### config.mk
export PLATFORM = sky130hd
export DESIGN_NAME = hbrl_sequencer
export DESIGN_NICKNAME = d
export VERILOG_FILES = /design/src/hw/rtl/hbrl_pkg.sv /design/src/hw/rtl/hbrl_sequencer.sv
export SDC_FILE = /design/constraint.sdc
export NUM_CORES = 1
export LEC_CHECK = 0
export BUFFER_PORTS_ARGS = -buffer_cell sky130_fd_sc_hd__buf_4
export CAP_MARGIN = 0
export CORE_AREA = 2 2 39 41
export CTS_BUF_LIST = sky130_fd_sc_hd__clkbuf_2 sky130_fd_sc_hd__clkbuf_4 sky130_fd_sc_hd__clkbuf_8
export CTS_CLUSTER_DIAMETER = 80
export DETAILED_ROUTE_END_ITERATION = 8
export DIE_AREA = 0 0 41 43
export HOLD_SLACK_MARGIN = 0.1
export PLACE_DENSITY = 0.56
export SETUP_SLACK_MARGIN = 0.15
export SKIP_CTS_REPAIR_TIMING = 1
export SLEW_MARGIN = 15
export SYNTH_ARGS = -nofsm -noshare
export SYNTH_HDL_FRONTEND = slang
export SYNTH_SLANG_ARGS = --single-unit
### constraint.sdc
create_clock -name clock -period 4.1 [get_ports clock]
set_input_delay 1.23 -clock clock [delete_from_list [all_inputs] [get_ports clock]]
set_output_delay 1.23 -clock clock [all_outputs]
set_load 0.02 [all_outputs]
### src/hw/rtl/hbrl_pkg.sv
// Shared types, widths and codes of the histogram bin range lookup.
package hbrl_pkg;

   // Table geometry and value widths
   localparam int MAX_BINS    = 256;
   localparam int VALUE_WIDTH = 64;
   localparam int COUNT_WIDTH = 32;
   localparam int INDEX_WIDTH = $clog2(MAX_BINS);
   localparam int CNT_WIDTH   = $clog2(MAX_BINS + 1);
   localparam int TOTAL_WIDTH = 40;

   // Port field widths
   localparam int OPCODE_WIDTH      = 2;
   localparam int STATUS_WIDTH      = 2;
   localparam int EDGE_FIELD_WIDTH  = 64;
   localparam int COUNT_FIELD_WIDTH = 32;
   localparam int INDEX_FIELD_WIDTH = 8;
   localparam int TOTAL_FIELD_WIDTH = 40;
   localparam int BINS_FIELD_WIDTH  = 9;

   typedef logic signed [VALUE_WIDTH-1:0] edge_type;
   typedef logic [COUNT_WIDTH-1:0]        count_type;
   typedef logic [INDEX_WIDTH-1:0]        index_type;
   typedef logic [CNT_WIDTH-1:0]          cnt_type;
   typedef logic [TOTAL_WIDTH-1:0]        total_type;

   typedef enum logic [OPCODE_WIDTH-1:0] {
      OP_LOAD            = 2'd0,
      OP_FIND_CONTAINING = 2'd1,
      OP_FIND_NEXT       = 2'd2,
      OP_CLEAR           = 2'd3
   } opcode_type;

   typedef enum logic [STATUS_WIDTH-1:0] {
      ST_OK   = 2'd0,
      ST_NONE = 2'd1,
      ST_FULL = 2'd2
   } status_type;

   // One stored bin
   typedef struct packed {
      edge_type  lower;
      edge_type  upper;
      count_type height;
      count_type distinct;
   } bin_entry_type;

   typedef struct packed {
      logic [OPCODE_WIDTH-1:0]             opcode;
      logic signed [EDGE_FIELD_WIDTH-1:0]  query_value;
      logic signed [EDGE_FIELD_WIDTH-1:0]  load_lower;
      logic signed [EDGE_FIELD_WIDTH-1:0]  load_upper;
      logic [COUNT_FIELD_WIDTH-1:0]        load_height;
      logic [COUNT_FIELD_WIDTH-1:0]        load_distinct;
   } req_payload_type;

   typedef struct packed {
      logic [STATUS_WIDTH-1:0]             status;
      logic [INDEX_FIELD_WIDTH-1:0]        found_index;
      logic signed [EDGE_FIELD_WIDTH-1:0]  found_lower;
      logic signed [EDGE_FIELD_WIDTH-1:0]  found_upper;
      logic [COUNT_FIELD_WIDTH-1:0]        found_height;
      logic [COUNT_FIELD_WIDTH-1:0]        found_distinct;
      logic [TOTAL_FIELD_WIDTH-1:0]        sum_heights;
      logic [TOTAL_FIELD_WIDTH-1:0]        sum_distincts;
      logic [BINS_FIELD_WIDTH-1:0]         bins_loaded;
   } rsp_payload_type;

   // Microcode step addresses
   typedef enum logic [2:0] {
      UPC_IDLE  = 3'd0,
      UPC_LOAD  = 3'd1,
      UPC_CLEAR = 3'd2,
      UPC_STEP  = 3'd3,
      UPC_FETCH = 3'd4,
      UPC_CHECK = 3'd5
   } upc_type;

   // Jump conditions
   typedef enum logic [1:0] {
      COND_NEXT     = 2'd0,
      COND_DISPATCH = 2'd1,
      COND_SEARCH   = 2'd2
   } cond_type;

   // One control word
   typedef struct packed {
      logic     accept;
      logic     search_step;
      logic     fetch;
      logic     load;
      logic     clear;
      logic     check;
      logic     emit;
      cond_type cond;
      upc_type  next;
   } ucode_type;

   typedef struct packed {
      ucode_type word;
      logic      go;
   } seq_ctrl_type;

   typedef struct packed {
      logic search_more;
      logic rsp_busy;
   } dp_status_type;

endpackage

### src/hw/rtl/hbrl_sequencer.sv
// Microcode sequencer: step register, control store and jump logic.
module hbrl_sequencer
   import hbrl_pkg::*;
(
   input  logic          clock,
   input  logic          reset,
   input  logic          req_valid,
   input  opcode_type    req_opcode,
   input  dp_status_type dp_status,
   output seq_ctrl_type  seq_ctrl
);

   upc_type   upc_ff;
   upc_type   upc_in;
   upc_type   target;
   ucode_type word;
   logic      go;

   // Control store: one word per step
   function automatic ucode_type ucode_rom(upc_type addr);
      ucode_type w;
      w = '{accept: 1'b0, search_step: 1'b0, fetch: 1'b0, load: 1'b0,
            clear: 1'b0, check: 1'b0, emit: 1'b0, cond: COND_NEXT, next: UPC_IDLE};
      case (addr)
         UPC_IDLE: begin
            w.accept = 1'b1;
            w.cond   = COND_DISPATCH;
         end
         UPC_LOAD: begin
            w.load = 1'b1;
            w.emit = 1'b1;
         end
         UPC_CLEAR: begin
            w.clear = 1'b1;
            w.emit  = 1'b1;
         end
         UPC_STEP: begin
            w.search_step = 1'b1;
            w.cond        = COND_SEARCH;
            w.next        = UPC_FETCH;
         end
         UPC_FETCH: begin
            w.fetch = 1'b1;
            w.next  = UPC_CHECK;
         end
         UPC_CHECK: begin
            w.check = 1'b1;
            w.emit  = 1'b1;
         end
         default: begin
            w.next = UPC_IDLE;
         end
      endcase
      return w;
   endfunction

   // Branch on the opcode of the accepted request
   function automatic upc_type dispatch(opcode_type op, logic more);
      upc_type t;
      case (op)
         OP_LOAD:            t = UPC_LOAD;
         OP_FIND_CONTAINING: t = more ? UPC_STEP : UPC_FETCH;
         OP_FIND_NEXT:       t = more ? UPC_STEP : UPC_FETCH;
         OP_CLEAR:           t = UPC_CLEAR;
         default:            t = UPC_IDLE;
      endcase
      return t;
   endfunction

   assign word = ucode_rom(upc_ff);

   // Wait for a request in the accept step, hold an emit step while the result is blocked
   assign go = word.accept ? req_valid : !(word.emit && dp_status.rsp_busy);

   // Select the next step
   always_comb begin
      case (word.cond)
         COND_NEXT:     target = word.next;
         COND_DISPATCH: target = dispatch(req_opcode, dp_status.search_more);
         COND_SEARCH:   target = dp_status.search_more ? UPC_STEP : word.next;
         default:       target = word.next;
      endcase
      upc_in = go ? target : upc_ff;
   end

   always_ff @(posedge clock) begin
      if (reset) begin
         upc_ff <= UPC_IDLE;
      end else begin
         upc_ff <= upc_in;
      end
   end

   assign seq_ctrl = '{word: word, go: go};

endmodule

* Word-level counts from Yosys, hierarchy flattened
Cells that the tools add are included.
W data, S select, Z words.
** Operators by class
- Equality and inequality tests :: 10
- Mux-type cells :: 14
- Reduce and logical (&&, ||, !) cells :: 6
** Operators by type and width (count)
- $pmux W3 S2 :: 2
- $pmux W3 S3 :: 1
- $mux W1 :: 8
- $eq A2 B2 Y1 const B :: 3
- $eq A3 B2 Y1 const B :: 2
- $eq A3 B3 Y1 const B :: 2
- $mux W3 :: 2
- $eq A2 B1 Y1 const B :: 2
- $pmux W2 S2 :: 1
- $eq A3 B1 Y1 const B :: 1
- $logic_not A3 Y1 :: 1
- $reduce_or A3 Y1 :: 1
- $logic_not A2 Y1 :: 1
- $reduce_or A2 Y1 :: 1
- $logic_and A1 B1 Y1 :: 1
- $logic_not A1 Y1 :: 1
** Word-level totals
- Register bits after elaboration :: 3
- Output and inout bits :: 13
- Word-level logic and storage cells :: 31

* Longest topological paths before layout
Gate-level depths: netlist (run 1).
- Depth after elaboration :: 6
- Gate-level depth with buffers :: 8
- Mapped depth without buffers :: 8

* Worst setup path before layout (run 1)
No wires, ideal clock.
- Path kind :: input-to-output
- Start point :: input port dp_status[0] (netlist name)
- End point :: output port seq_ctrl[0] (netlist name)
- Arrival :: 1.838 ns
- Path slack :: 1.032 ns
- Stages on the path :: 4
- Path buffers :: 1
- Path through :: or2b_1 a31o_2 clkinv_1 buf_4
** On the way
- Longest elaborated chain between the ends :: 3
** RTL lines
- from (decl) :: line hbrl_sequencer.sv:9 : input dp_status_type dp_status,
- $logic_and A1 B1 Y1 :: line hbrl_sequencer.sv:73 : assign go = word.accept ? req_valid : !(word.emit && dp_status.rsp_busy);
- $logic_not A1 Y1 :: line hbrl_sequencer.sv:73
- $mux W1 :: line hbrl_sequencer.sv:73
- to (decl) :: line hbrl_sequencer.sv:10 : output seq_ctrl_type seq_ctrl
Every way passes these cells.

==> results.py, run 1 <==
metrics = {
    "worst_setup_path": {
        "cp.required_ps": 2870,
        "worst_setup_path_end_kind": "output pin",
        "slowest_stage": "a31o_2",
        "cp_data_arrival_time_ps": 1990,
        "path_max_fanout": 4,
        "worst_path_largest_cell_delay_ps": 240,
        "path_class": "input port to output pin",
        "worst_setup_path_start_kind": "input port",
        "crit_path_cell_trace": "buf_4 > or2b_1 > a31o_2 > clkinv_1 > buf_4",
        "cp_common_cell": "buf_4",
    },
    "placement": {
        "dp_hpwl_um": 673,
        "placed_area_um2": 533,
        "port_buffers": 18,
        "dp.cells": 85,
        "place.gp.congestion": 0.793,
        "place_ws_ps": 882,
    },
    "timing": {
        "fin_tns_setup_ps": 0,
        "max_freq_mhz": 311,
        "drv_slew": 0,
        "skew_ps": 4.25,
        "finalSetupViolations": 0,
        "hold_slack_ps": 523,
        "fin_crit_ps": 3220,
        "finalHoldViolations": 0,
        "setup_ws_ps": 883,
        "post-route-period-util_pct": 78.5,
        "rsz0062_at_grt": "no",
    },
    "logic_synthesis": {
        "synth_cell_types": 26,
        "synth_top_area_cell": "ha_1",
        "yosys_register_bits": 3,
        "synth.cell_area_um2": 408,
        "syn_inst": 55,
        "syn-num-nets": 67,
        "synth.area.top_cells": "ha_1 15%, dfxtp_1 15%, o32ai_2 8.0%, buf_4 7.4%, inv_1 7.4%",
        "synth.top_cell.area_share_pct": 15.3,
        "synth_warnings": 0,
        "avgSynthCellArea_um2": 7.42,
        "yosysSeqAreaShare_pct": 14.7,
    },
    "grt": {
        "antenna_found_initial": 0,
        "grt_pass1_wl_um": 1260,
        "groute.usage.overall_pct": 10.5,
        "overflow": 0,
        "grt_max_degree": 9,
        "grt_pass1_vias": 329,
    },
    "clock_network": {
        "cts_buffer_depth": 2,
        "cts_num_sinks": 3,
        "root_buffer": "clkbuf_4",
        "path_clk_slew_ps": 30,
        "cts_tree": "yes",
        "htree_levels": 1,
        "numCtsBuffers": 3,
        "clock_latency_ps": 230,
    },
    "final_layout": {
        "largest_reg_flops": 3,
        "nFillCells": 164,
        "layout_commonest_cell": "buf_4",
        "top_register": "upc_ff",
        "multi_input_area_um2": 284,
        "regArea_um2": 60.1,
        "finalInstanceArea_um2": 563,
        "drive_gt1_share_pct": 38.4,
        "syn_to_final_growth_pct": 38.0,
        "final_cells": 89,
        "nets": 86,
        "layout_common_cells": "18 x buf_4, 8 x inv_1, 6 x nand2_1, 5 x nor2_1, 5 x ha_1",
        "reg_top3": "upc_ff: 3 flops",
        "diodes": 0,
    },
    "drt": {
        "drc_errors": 0,
        "drt-initial-drc-count": 3,
        "drt-total-wl_um": 820,
        "vias": 401,
        "wl_per_cell_um": 9.21,
        "ant_nets": 0,
        "first_pass_iters": 2,
        "avgViaCountPerCell": 4.51,
    },
    "floorplanning": {
        "core_um2": 1380,
        "die_w_um": 41,
        "row_count": 14,
        "initial_utilization_pct": 29.5,
        "ioPinCount": 20,
        "die_y_um": 43,
        "dieArea_um2": 1760,
    },
    "power_and_ir_drop": {
        "powerDensity_nw_per_um2": 630,
        "vdd_drop_max_v": 0.000192,
        "p_leak_nw": 0.317,
    },
    "outcome": {
        "status": "complete, no violations",
    },
    "flow_run": {
        "max_cap_violations": 0,
    },
    "worst_hold_path": {
        "hold_path_class": "flip-flop to flip-flop",
    },
}
## critical path, delay by kind of cell
kind | cells | cell delay [ps]
buffers and inverters | 3 | 310
AOI/OAI and AO/OA | 1 | 240
and+or+nand+nor | 1 | 210
## report_power, final
part	internal, mW	leakage (nW)	switching, mW
logic	0.105	0.274	0.141
clock network	0.0431	0.0184	0.0153
registers	0.0374	0.0245	0.0129
## metrics by stage
stage               utilization, %  power, mW
global route                  40.7      0.385
CTS                           40.7      0.359
floorplan                        -      0.235
detailed placement            38.5      0.297
global placement              38.5      0.298
finish                        40.7      0.355
## cell usage after synthesis
cell type and count:
o32ai_2 2, nor2b_1 1, nand3_1 1, nor3_1 2, buf_4 4, or3b_4 1
a22oi_2 1, and2b_1 1, or2b_1 2, a21o_1 1, nand2_1 6, a21oi_1 2
nand2b_1 1, nand3b_1 1, and3b_1 1, inv_1 8, dfxtp_1 3, conb_1 1
clkinv_1 1, a31o_2 1, o21ai_0 1, nor2_1 5, o32ai_1 1, a22oi_1 1
ha_1 5, nand2_2 1
## path summary, 6_finish.rpt
| path | depth (start not counted) | slack [ps] | start | end |
|---|---|---|---|---|
| worst max-delay path | 5 | 880 | dp_status[0] | seq_ctrl[0] |
| worst min-delay path | 2 | 520 | upc_ff[1]$_SDFFE_PP0P_ | upc_ff[1]$_SDFFE_PP0P_ |
| worst max register to register | 6 | 2360 | upc_ff[0]$_SDFFE_PP0P_ | upc_ff[0]$_SDFFE_PP0P_ |
| worst min register to register | 2 | 520 | upc_ff[1]$_SDFFE_PP0P_ | upc_ff[1]$_SDFFE_PP0P_ |
## area by class of cell
class                      instances  share of cell area, %
inverter                           9                   6.00
clock buffer                       4                   5.33
timing repair buffer              18                   24.0
tap                               16                   3.56
sequential                         3                   10.7
multi-input combinational         39                   50.4
## kinds of logic after synthesis
family / synth area share (%)
flip-flops: 14.7
adder cells (fa/ha/maj): 15.3
AND/OR/NAND/NOR: 30.7
buffers and inverters: 15.6
AO/OA/AOI/OAI: 22.7
other: 0.919
## routing by layer
| metal | track usage [%] | share of wire [%] | up-vias |
|---|---|---|---|
| li1 | - | - | 213 |
| met1 | 13.8 | 47 | 174 |
| met2 | 13.8 | 45 | 12 |
| met3 | 3.14 | 5.5 | 2 |
| met4 | 8.00 | 1.3 | 0 |
| met5 | 0 | 0 | - |
(Power assumes the default switching activity.)
==> run 2: changes to the inputs <==
PLACE_DENSITY = 0.58   (was 0.56)
clock period = 2.6 ns   (was 4.1 ns; I/O delays follow)
==> run 2 against run 1 <==
Cell area unchanged. Total power increased by 58%. Count of clock-buffer cells in the layout unchanged.
==> results.py, run 2 (synthesis results as in run 1) <==
metrics = {
    "grt": {
        "groute.usage.overall_pct": 11.2,
        "overflow": 0,
        "antenna_found_initial": 0,
        "grt_max_degree": 9,
        "grt_pass1_vias": 348,
        "grt_pass1_wl_um": 1360,
    },
    "timing": {
        "post-route-period-util_pct": 89.2,
        "finalSetupViolations": 0,
        "max_freq_mhz": 431,
        "rsz0062_at_grt": "no",
        "finalHoldViolations": 0,
        "fin_tns_setup_ps": 0,
        "hold_slack_ps": 537,
        "skew_ps": 3.77,
        "fin_crit_ps": 2320,
        "drv_slew": 0,
    },
    "drt": {
        "drt-initial-drc-count": 9,
        "first_pass_iters": 4,
        "drc_errors": 0,
        "wl_per_cell_um": 9.36,
        "ant_nets": 0,
        "drt-total-wl_um": 833,
        "avgViaCountPerCell": 4.63,
        "vias": 412,
    },
    "placement": {
        "port_buffers": 18,
        "dp_hpwl_um": 706,
        "place.gp.congestion": 0.807,
    },
    "worst_hold_path": {
        "hold_path_class": "flip-flop to flip-flop",
        "whs_path_depth": 2,
    },
    "final_layout": {
        "layout_commonest_cell": "buf_4",
        "syn_to_final_growth_pct": 38.0,
        "drive_gt1_share_pct": 38.4,
        "reg_top3": "upc_ff: 3 flops",
        "layout_common_cells": "18 x buf_4, 8 x inv_1, 6 x nand2_1, 5 x nor2_1, 5 x ha_1",
        "largest_reg_flops": 3,
        "nets": 86,
        "top_register": "upc_ff",
        "diodes": 0,
    },
    "worst_setup_path": {
        "worst_setup_path_end_kind": "output pin",
        "cp_data_arrival_time_ps": 1540,
        "worst_setup_path_start_kind": "input port",
        "cp.required_ps": 1820,
        "reg2reg_depth": 6,
        "path_max_fanout": 4,
        "path_class": "input port to output pin",
    },
    "clock_network": {
        "cts_buffer_depth": 2,
        "cts_tree": "yes",
        "path_clk_slew_ps": 30,
        "clock_latency_ps": 230,
        "cts_num_sinks": 3,
        "root_buffer": "clkbuf_4",
        "numCtsBuffers": 3,
        "htree_levels": 1,
    },
    "floorplanning": {
        "die_w_um": 41,
        "initial_utilization_pct": 29.5,
        "core_um2": 1380,
        "ioPinCount": 20,
        "row_count": 14,
        "dieArea_um2": 1760,
        "die_y_um": 43,
    },
    "power_and_ir_drop": {
        "p_leak_nw": 0.317,
        "vdd_drop_max_v": 0.000357,
        "total_power_mw": 0.562,
        "powerDensity_nw_per_um2": 998,
    },
    "outcome": {
        "status": "complete, no violations",
    },
    "flow_run": {
        "max_cap_violations": 0,
    },
}
-- run 2: worst max-delay path, cell delays in order --
cell	delay [ps]
buf_4	110
or2b_1	210
a31o_2	240
clkinv_1	60
buf_4	130
-- run 2: per-stage QoR --
stage / cells / instance area [um2] / utilization, % / worst slack (ps)
4_1_cts: 89 / 563 / 40.7 / 277
6_report: 89 / 563 / 40.7 / 280
2_1_floorplan: 55 / 408 / - / 432
3_3_place_gp: 85 / 533 / 38.5 / 293
5_1_grt: 89 / 563 / 40.7 / 241
3_5_place_dp: 85 / 533 / 38.5 / 283
-- run 2: layer usage --
metal  vias up  global-route usage, %  routed length [um]
li1        215                      -                   -
met1       182                   14.8                 366
met2        15                   15.0                 410
met3         0                   4.71                  55
met4         0                   6.00                   0
met5         -                      0                   0
-- run 2: path summary, 6_finish.rpt --
check | start | endpoint | slack, ps
worst max-delay path | dp_status[0] | seq_ctrl[0] | 280
worst min register to register | upc_ff[1]$_SDFFE_PP0P_ | upc_ff[1]$_SDFFE_PP0P_ | 540
worst min-delay path | upc_ff[1]$_SDFFE_PP0P_ | upc_ff[1]$_SDFFE_PP0P_ | 540
worst max register to register | upc_ff[0]$_SDFFE_PP0P_ | upc_ff[1]$_SDFFE_PP0P_ | 850
-- run 2: cell type report --
class,instances,area (um2)
tap,16,20.0
clock buffer,4,30.0
sequential,3,60.1
inverter,9,33.8
timing repair buffer,18,135
fill,162,821
multi-input combinational,39,284
-- run 2: power by group --
| part | total [mW] | internal (mW) | leakage, nW | switching [mW] |
|---|---|---|---|---|
| Sequential | 0.0803 | 0.0590 | 0.0245 | 0.0213 |
| Clock | 0.0930 | 0.0680 | 0.0184 | 0.0251 |
| Combinational | 0.388 | 0.167 | 0.274 | 0.222 |
| Total | 0.562 | 0.293 | 0.317 | 0.268 |
